`config.mk`:
```
export PLATFORM = sky130hd
export DESIGN_NAME = mvmar_ctrl
export DESIGN_NICKNAME = d
export VERILOG_FILES = /design/src/design/mvmar_pkg.sv /design/src/design/mvmar_ctrl.sv
export SDC_FILE = /design/constraint.sdc
export NUM_CORES = 1
export LEC_CHECK = 0
export BUFFER_PORTS_ARGS = -buffer_cell sky130_fd_sc_hd__buf_4
export CAP_MARGIN = 30
export CORE_UTILIZATION = 54
export DETAILED_ROUTE_END_ITERATION = 10
export PLACE_DENSITY = 0.81
export SLEW_MARGIN = 40
export SYNTH_ARGS = -nofsm -noshare
export SYNTH_HDL_FRONTEND = slang
export SYNTH_SLANG_ARGS = --single-unit
```
`constraint.sdc`:
```
create_clock -name i_clk -period 4.05 [get_ports i_clk]
set_clock_uncertainty 0.15 [all_clocks]
set_input_delay 1.0125 -clock i_clk [delete_from_list [all_inputs] [get_ports i_clk]]
set_output_delay 1.0125 -clock i_clk [all_outputs]
set_load 0.05 [all_outputs]
```
`src/design/mvmar_pkg.sv`:
```
`default_nettype none

package mvmar_pkg;

    localparam int MODE_W = 2;
    localparam int IDX_W  = 7;
    localparam int DIM_W  = 8;
    localparam int MAT_W  = 16;
    localparam int VEC_W  = 24;
    localparam int PROD_W = MAT_W + VEC_W;
    localparam int ACC_W  = 48;
    localparam int DIFF_W = ACC_W + 1;
    localparam int RES_W  = 47;

    localparam logic [DIM_W-1:0]  DIM_RESET = 8'd128;
    localparam logic [DIFF_W-1:0] RES_MAX   = {{(DIFF_W-RES_W){1'b0}}, {RES_W{1'b1}}};

    localparam logic [MODE_W-1:0] MODE_MATRIX    = 2'd0;
    localparam logic [MODE_W-1:0] MODE_REFERENCE = 2'd1;
    localparam logic [MODE_W-1:0] MODE_CANDIDATE = 2'd2;
    localparam logic [MODE_W-1:0] MODE_UNUSED    = 2'd3;

    // Controller to datapath
    typedef struct packed {
        logic wr_mat;
        logic wr_vec;
        logic clear_best;
        logic issue;
        logic first_col;
        logic last_col;
        logic eval;
        logic load_out;
    } t_cmd;

    // Datapath to controller
    typedef struct packed {
        logic pipe_busy;
        logic out_free;
    } t_status;

endpackage

`default_nettype wire

```
`src/design/mvmar_ctrl.sv`:
```
`default_nettype none

module mvmar_ctrl
    import mvmar_pkg::*;
#(
    parameter int MAX_DIM = 128,
    parameter int AW      = 7
) (
    input  wire logic              i_clk,
    input  wire logic              i_rst_n,
    input  wire logic              i_in_valid,
    output logic                   o_in_ready,
    input  wire logic [MODE_W-1:0] i_mode,
    input  wire logic [IDX_W-1:0]  i_row,
    input  wire logic [IDX_W-1:0]  i_column,
    input  wire logic              i_last,
    input  wire logic              i_cfg_valid,
    input  wire logic [DIM_W-1:0]  i_cfg_dimensions,
    input  wire t_status           i_status,
    output t_cmd                   o_cmd,
    output logic [AW-1:0]          o_row_idx,
    output logic [AW-1:0]          o_col_idx
);

    localparam int CW = $clog2(MAX_DIM + 1);

    typedef enum logic [1:0] {
        ST_IDLE,
        ST_SWEEP,
        ST_DRAIN,
        ST_RESULT
    } t_state;

    t_state            r_state;
    logic [DIM_W-1:0]  r_dim;
    logic [AW-1:0]     r_row, r_col;
    logic              r_eval;

    logic [CW-1:0] n_act, n_m1;
    logic          accept, row_ok, col_ok, is_vec, col_end, row_end;

    always_comb begin
        if (32'(r_dim) > 32'(MAX_DIM)) begin
            n_act = CW'(MAX_DIM);
        end else begin
            n_act = CW'(r_dim);
        end
    end

    assign n_m1    = n_act - 1'b1;
    assign accept  = i_in_valid && (r_state == ST_IDLE);
    assign row_ok  = 32'(i_row) < 32'(MAX_DIM);
    assign col_ok  = 32'(i_column) < 32'(MAX_DIM);
    assign is_vec  = (i_mode == MODE_REFERENCE) || (i_mode == MODE_CANDIDATE);
    assign col_end = CW'(r_col) == n_m1;
    assign row_end = CW'(r_row) == n_m1;

    assign o_in_ready = (r_state == ST_IDLE);

    always_comb begin
        o_cmd            = '0;
        o_cmd.wr_mat     = accept && (i_mode == MODE_MATRIX) && row_ok && col_ok;
        o_cmd.wr_vec     = accept && is_vec && col_ok;
        o_cmd.clear_best = accept && is_vec && i_last;
        o_cmd.issue      = (r_state == ST_SWEEP);
        o_cmd.first_col  = (r_col == '0);
        o_cmd.last_col   = col_end;
        o_cmd.eval       = r_eval;
        o_cmd.load_out   = (r_state == ST_RESULT) && i_status.out_free;
        if (r_state == ST_IDLE) begin
            o_row_idx = AW'(i_row);
            o_col_idx = AW'(i_column);
        end else begin
            o_row_idx = r_row;
            o_col_idx = r_col;
        end
    end

    always_ff @(posedge i_clk) begin
        if (!i_rst_n) begin
            r_state <= ST_IDLE;
            r_dim   <= DIM_RESET;
            r_row   <= '0;
            r_col   <= '0;
            r_eval  <= 1'b0;
        end else begin
            if (i_cfg_valid) begin
                r_dim <= i_cfg_dimensions;
            end
            case (r_state)
                ST_IDLE: begin
                    r_row <= '0;
                    r_col <= '0;
                    if (accept && is_vec && i_last) begin
                        r_eval <= (i_mode == MODE_CANDIDATE);
                        if (n_act != '0) begin
                            r_state <= ST_SWEEP;
                        end else if (i_mode == MODE_CANDIDATE) begin
                            r_state <= ST_RESULT;
                        end
                    end
                end
                ST_SWEEP: begin
                    if (col_end) begin
                        r_col <= '0;
                        r_row <= r_row + 1'b1;
                        if (row_end) begin
                            r_state <= ST_DRAIN;
                        end
                    end else begin
                        r_col <= r_col + 1'b1;
                    end
                end
                ST_DRAIN: begin
                    // wait for the last row to leave the pipeline
                    if (!i_status.pipe_busy) begin
                        r_state <= r_eval ? ST_RESULT : ST_IDLE;
                    end
                end
                ST_RESULT: begin
                    if (i_status.out_free) begin
                        r_state <= ST_IDLE;
                    end
                end
                default: begin
                    r_state <= ST_IDLE;
                end
            endcase
        end
    end

endmodule

`default_nettype wire

```
---- Yosys cells after proc, flatten, opt, wreduce, memory -nomap -nowiden ----
Cells that the tools add are included.
operators by class
  add/sub/neg operators ................... 3
  magnitude comparators ................... 1
  equality and inequality tests ........... 13
  multiplexer cells ....................... 16
  reductions and logical operators ........ 14
operators by type and width
  operator                                               number
  two-way mux 7 bit                                      4
  case mux 7 bit (2 select lines)                        2
  equality test 7 x 8 -> 1 bit                           2
  two-way mux 2 bit                                      8
  adder 7 x 1 -> 7 bit, second input constant            2
  greater-than comparator 8 bit, second input constant   1
  two-way mux 8 bit                                      1
  case mux 2 bit (4 select lines)                        1
  nonzero test 8 bit                                     1
  subtractor 8 x 1 -> 8 bit, second input constant       1
  logical NOT 7 bit                                      1
  equality test 2 bit, second input constant             3
  inequality test 2 x 1 -> 1 bit, second input constant  3
  AND reduction 6 bit                                    1
  logical AND 1 bit                                      5
  equality test 2 x 1 -> 1 bit, second input constant    2
  logical NOT 2 bit                                      2
  inequality test 2 bit, second input constant           2
  AND reduction 2 bit                                    2
  inequality test 3 x 1 -> 1 bit, second input constant  1
  nonzero test 2 bit                                     1
  logical OR 1 bit                                       1
storage, ports and cells
  flip-flop bits (word level) ............. 25
  output and inout port bits .............. 23
  word-level logic and storage cells ...... 52

---- Depth between registers and ports, before layout ----
Gate-level depths: netlist (run 1).
  depth after elaboration ................. 7
  mapped depth ............................ 12

---- Worst setup path after synthesis (run 1) ----
No wires, ideal clock.
  kind .................................... reg2out
  start ................................... register r_dim[7]
  end ..................................... output o_cmd[2] (netlist name)
  arrival time ............................ 2.626 ns
  data required time ...................... 2.888 ns
  slack ................................... 0.261 ns
  cell stages (with the launch flop) ...... 13
  buffers on the path ..................... 5
  cells stage by stage .................... dfxtp_1 buf_6 clkbuf_1 nand2b_1 ha_1 clkbuf_1 inv_1 and3_1 a2111oi_2 o2111ai_1 buf_2 nor2_1 buf_4
between the ends
  longest elaborated chain between the ends .. 4
ends and longest elaborated chain
  element                         RTL line          text
  start: declaration              mvmar_ctrl.sv:35  logic [DIM_W-1:0] r_dim;
  start signal: assignment        mvmar_ctrl.sv:88  r_dim <= i_cfg_dimensions;
  greater-than comparator 8 bit   mvmar_ctrl.sv:43  if (32'(r_dim) > 32'(MAX_DIM)) begin
  two-way mux 8 bit *             mvmar_ctrl.sv:43
  subtractor 8 x 1 -> 8 bit *     mvmar_ctrl.sv:50  assign n_m1 = n_act - 1'b1;
  equality test 7 x 8 -> 1 bit *  mvmar_ctrl.sv:55  assign col_end = CW'(r_col) == n_m1;
  end: declaration                mvmar_ctrl.sv:20  output t_cmd o_cmd,
Mark *: on every way between the ends. The rest lies on a longest branch, timed or not.

==> results of run 1 <==
## metrics by stage
stage / util / instance area [um2] / instances
final: 0.692 / 2590 / 365
after global routing: 0.692 / 2590 / 365
after CTS: 0.691 / 2590 / 365
after detailed placement: 0.679 / 2540 / 361
after global placement: 0.679 / 2540 / 361
after floorplan: - / 2160 / 278
## worst max-delay path by stage
| stage | endpoint | slack (ns) | cells past startpoint |
|---|---|---|---|
| after floorplan | o_cmd[2] | 0.26 | 12 |
| after global routing | o_cmd[2] | 0.12 | 8 |
| final | o_cmd[2] | 0.25 | 8 |
| after detailed placement | o_cmd[2] | 0.50 | 8 |
| after CTS | o_cmd[2] | 0.18 | 8 |
| after global placement | o_cmd[2] | 0.58 | 8 |
## flip-flops by register name, summed over array words and instances, names as in the netlist
signal / cells
r_eval: 1
r_state: 2
r_dim: 8
r_row: 7
r_col: 7
## worst max-delay path, cell delays in order (launching register included)
cell and delay, ns:
dfxtp_1 0.49, or2b_1 0.23, ha_2 0.34, or4b_1 0.47, o211ai_1 0.17, xnor2_1 0.17
nand4_1 0.13, nor2_1 0.15, buf_4 0.22
## layout make-up
cell class	count	area (um2)
multi-input cells	217	1500
fillers	324	1150
flip-flops and latches	25	500
repair buffers	59	443
well taps	48	60.1
inverters	12	45.0
clock buffers	3	41.3
clock inverters	1	5.00
## metal layers
layer  global-route usage  vias to the layer above
met5                    0                        -
met4                0.101                        0
met3               0.0417                        9
met2                0.476                      119
met1                0.407                     1054
li1                     -                     1098
## logic make-up (layout without fill, tap and decap cells)
group,count (synthesis),in the layout,share of synthesized area
simple gates,107,107,0.266
compound gates,71,71,0.236
buf+inv,36,75,0.0781
flops,25,25,0.231
mux,21,21,0.103
xor+xnor,11,11,0.0446
fa+ha+maj,7,7,0.0405
## power by group through the flow
| stage | combinational [mW] | sequential (mW) | clock (mW) |
|---|---|---|---|
| floorplan | 0.160 | 0.265 | 0 |
| global placement | 0.215 | 0.275 | 0 |
| detailed placement | 0.218 | 0.275 | 0 |
| CTS | 0.219 | 0.269 | 0.156 |
| global route | 0.233 | 0.272 | 0.168 |
| finish | 0.219 | 0.270 | 0.156 |
## timing repair
| action | 4_1_cts | 5_1_grt |
|---|---|---|
| setup endpoints to repair | 0 | 1 |
| resized for setup | 0 | 1 |
| buffers inserted | 0 | 0 |
## placed cells by master, fill, tap and decap left out, drive strengths merged, types with 8 or more instances in the layout
master and n:
nand2 25, dfxtp 25, nor2 28, buf 59, o21ai 12, a21oi 14, inv 11, mux2 10
xnor2 8, mux2i 11
==> impl_metrics.tcl, run 1 <==
set metrics [dict create \
    crit_start "r_dim[7]" \
    ys_types 61 \
    grt_first_pass_wirelength_mm 9.74 \
    syn_to_final_growth_pct 19.8 \
    avgSynthCellArea_um2 7.78 \
    clock_path_buffers 2 \
    design.core.area_um2 3740 \
    ys_seq_elements 25 \
    diodes 0 \
    ctsRootBufferMaster "clkbuf_8" \
    power.density_nw_per_um2 249 \
    ys_async_sr_fraction 0 \
    crit_type "flop to output pin" \
    comb_power_share 0.340 \
    dpl.hpwl_mm 4.35 \
    yosysTopAreaCellShare 0.231 \
    wl_per_cell_um 16.1 \
    wl_met3_um 537 \
    routed_wl_mm 5.88 \
    firstDrtPassIters 5 \
    io_pins 54 \
    min_period_ns 3.80 \
    holdBufCountCts 0 \
    yosysMostFrequentCell "nor2_1" \
    hp-class "flop to flop" \
    num_vias 2280 \
    clk_pin_slew_ns 0.09 \
    reg2reg_depth 9 \
    p_leak_nw 1.08 \
    top_layer "met4" \
    hold-path-endpoint "r_col[0]" \
    rr_startpoint "r_dim[7]" \
    antenna_found_initial 0 \
    numClockSinks 25 \
    hold_path_startpoint "r_col[0]" \
    startpoint_type "flop" \
    seq_power_share 0.419 \
    p_switching_mw 0.233 \
    seq_area_frac_synth 0.231 \
    vdd_drop_max_v 0.000213 \
    finalWeightedCongestion 0.900 \
    status "completed" \
    rsz0062_at_grt "false" \
    syn-num-nets 316 \
    period_share 0.939 \
    num_rows 22 \
    drive_gt1_frac 0.265 \
    io_buffers 53 \
    die_h_um 65.3 \
    ctsHtreeMaxLevel 1 \
    fin_tns_setup_ns 0 \
    relSlewSlack 0.485 \
    die_w_um 65.3 \
    syn_inst 278 \
    wl_met2_mm 2.77 \
    synth_flop_cell "dfxtp_1" \
    cts-buffers-inserted 3 \
    cts_tree "built" \
    synthTopCellsByArea "dfxtp_1 23%, mux2_2 5.2%, mux2i_1 5.1%" \
    min_delay_path_depth 2 \
    start_util 0.578 \
    hold_viol 0 \
    synth-edff-count 0 \
    final_nets 356 \
    dp_slack_ns 0.500 \
    slew_viol_final 0 \
    critPathRequiredTime_ns 2.89 \
    worst_slew_pin_slew_ns 0.772 \
    grt_pass1_vias 1973 \
    worstPathMaxFanout 12 \
    ys_warn_count 0 \
    max_cap_violations 0 \
    insertion_delay_ns 0.28 \
    setup_ws_ns 0.246 \
    post-synth-top-area-cell "dfxtp_1" \
    dieArea_um2 4260 \
    arrival_ns 2.64 \
    max_freq_ghz 0.263 \
    switching_share 0.362 \
    wirelength_met1_mm 2.49 \
    viasPerCell 6.25 \
    critPathCaptureType "output pin" \
    grt_overflow_total 0 \
    grt.total_usage 0.297 \
    ant_nets 0 \
    setup_viol 0 \
    grt_start_max_net_pins 24 \
    synth_commonest_cells "28 x nor2_1, 25 x dfxtp_1, 25 x nand2_1" \
    finalPower_mw 0.644 \
    route.detailed.drc 0 \
    clock_power_share 0.241 \
    r2r_end "r_row[4]" \
    first_iter_violations 245 \
    whs_ns 0.364 \
    p_int_mw 0.411 \
    reg2reg_setup_slack_ns 0.97 \
    mappedNetlistArea_um2 2160 \
]
No activity file was read; power rests on OpenSTA's default activity.
==> inputs of run 2 (changes only) <==
--- a/config.mk
+++ b/config.mk
@@ -7,9 +7,12 @@
 export LEC_CHECK = 0
 export BUFFER_PORTS_ARGS = -buffer_cell sky130_fd_sc_hd__buf_4
 export CAP_MARGIN = 30
-export CORE_UTILIZATION = 54
+export CELL_PAD_IN_SITES_DETAIL_PLACEMENT = 0
+export CELL_PAD_IN_SITES_GLOBAL_PLACEMENT = 1
+export CORE_UTILIZATION = 39
 export DETAILED_ROUTE_END_ITERATION = 10
-export PLACE_DENSITY = 0.81
+export GPL_TIMING_DRIVEN = 0
+export PLACE_DENSITY_LB_ADDON = 0.1
 export SLEW_MARGIN = 40
 export SYNTH_ARGS = -nofsm -noshare
 export SYNTH_HDL_FRONTEND = slang
==> run 2 against run 1 <==
Critical path depth grew 5. Total power grew 2.6%. Non-clock buffer count grew 22. Register-to-register slack gained 0.11 ns. Clock power grew 4%. Core utilization shrank 15 points. Global-route usage shrank 6.4 points. Die area grew 37%. Wire length grew 9.1%. First-iteration DRC count shrank 65%. Critical endpoint unchanged. Largest cell class unchanged.
==> impl_metrics.tcl, run 2 (synthesis results as in run 1) <==
set metrics [dict create \
    reg2reg_depth 13 \
    grt_overflow_total 0 \
    vdd_drop_max_v 0.000144 \
    ctsRootBufferMaster "clkbuf_8" \
    crit_type "flop to output pin" \
    antenna_found_initial 0 \
    worst_slew_pin_slew_ns 0.654 \
    cp.depth 13 \
    hold_viol 0 \
    die_h_um 76.5 \
    most-common-layout-cells "58 x buf_4, 28 x nor2_1, 25 x nand2_1, 23 x dfxtp_1" \
    crit_start "r_dim[7]" \
    startpoint_type "flop" \
    max_freq_ghz 0.258 \
    dpl.hpwl_mm 4.79 \
    holdBufCountCts 0 \
    worstPathMaxFanout 10 \
    drive_gt1_frac 0.280 \
    grt_pass1_vias 2199 \
    syn_to_final_growth_pct 30.2 \
    wl_per_cell_um 15.7 \
    p_leak_nw 1.16 \
    power.density_nw_per_um2 235 \
    numClockSinks 25 \
    slowest_delay_ns 0.40 \
    max_cap_violations 0 \
    final_util 0.537 \
    fin_tns_setup_ns 0 \
    crit_top_cell "buf_6" \
    top_regs "r_dim x8, r_col x7, r_row x7" \
    slew_viol_final 0 \
    diodes 0 \
    hp-class "flop to flop" \
    critPathTopFamily "compound AO/OA/AOI/OAI gates" \
    ctsHtreeMaxLevel 1 \
    route.detailed.drc 0 \
    io_pins 54 \
    num_vias 2270 \
    period_share 0.956 \
    setup_viol 0 \
    grt.total_usage 0.234 \
    first_iter_violations 85 \
    place_area_um2 2640 \
    arrival_ns 2.71 \
    path_cells "buf_6, buf_8, nand2b_4, ha_4, buf_8, nor2_1, a22o_1, a2111oi_4, o2111ai_4, buf_6, nor2_1, buf_4, buf_6" \
    dieArea_um2 5850 \
    critPathRequiredTime_ns 2.89 \
    die_w_um 76.5 \
    rsz0062_at_grt "false" \
    min_period_ns 3.87 \
    clk_pin_slew_ns 0.10 \
    rr_startpoint "r_dim[7]" \
    setup_ws_ns 0.180 \
    min_delay_path_depth 2 \
    critPathBufInv 6 \
    io_buffers 52 \
    cts_tree "built" \
    grt_first_pass_wirelength_mm 10.9 \
    finalPower_mw 0.661 \
    relSlewSlack 0.564 \
    design.core.area_um2 5240 \
    largest_reg_flops 8 \
    routed_wl_mm 6.42 \
    cts-buffers-inserted 3 \
    finalWeightedCongestion 0.815 \
    start_util 0.413 \
    final_common_cell "buf_4" \
    final_nets 378 \
    num_rows 26 \
    ant_nets 0 \
    viasPerCell 5.55 \
    dp_slack_ns -0.399 \
    insertion_delay_ns 0.28 \
    clock_path_buffers 2 \
    hold_path_startpoint "r_col[0]" \
    critPathCaptureType "output pin" \
    status "completed" \
    cp_slowest_cell "a2111oi_4" \
    fin_area_um2 2810 \
    top_register "r_dim" \
    fill_cells 537 \
    firstDrtPassIters 4 \
    grt_start_max_net_pins 14 \
]
run 2: final cells by class:
type	instances	area, um2	area share
Buffer	24	159	0.0565
Clock buffer	4	45.0	0.0160
Inverter	12	45.0	0.0160
Multi-Input combinational cell	217	1540	0.548
Sequential cell	25	503	0.179
Tap cell	70	87.6	0.0311
Timing Repair Buffer	57	432	0.153
run 2: worst min-delay path, stage by stage (launching register included):
cell and delay, ns:
dfxtp_1 0.35, nand2_1 0.07, a21oi_1 0.06
run 2: worst paths after layout:
kind,endpoint,slack (ns)
worst max-delay path,o_cmd[2],0.18
worst min-delay path,r_col[0],0.36
worst max register to register,r_row[5],1.08
worst min register to register,r_col[0],0.36
run 2: repair_timing:
action                                 CTS  global route
endpoints found under the hold margin    0             0
setup endpoints to repair                1             1
resized for setup                       12             9
pin swaps                                2             6
setup buffers                            2             3
run 2: stage by stage:
| stage | hold WS [ns] | cells |
|---|---|---|
| 6_report | 0.362 | 409 |
| 5_1_grt | 0.408 | 409 |
| 4_1_cts | 0.363 | 406 |
| 3_5_place_dp | 0.348 | 400 |
| 3_3_place_gp | 0.339 | 400 |
| 2_1_floorplan | 0.309 | 278 |
run 2: power by group:
| group | internal [mW] | switching (mW) |
|---|---|---|
| clock | 0.0708 | 0.0917 |
| combinational | 0.0938 | 0.142 |
| sequential | 0.253 | 0.00947 |
run 2: routing by layer:
| layer | share of wire | global-route usage | up-vias |
|---|---|---|---|
| li1 | - | - | 1143 |
| met1 | 0.48 | 0.317 | 1044 |
| met2 | 0.44 | 0.385 | 78 |
| met3 | 0.067 | 0.0371 | 5 |
| met4 | 0.0076 | 0.0558 | 0 |
| met5 | 0 | 0 | - |
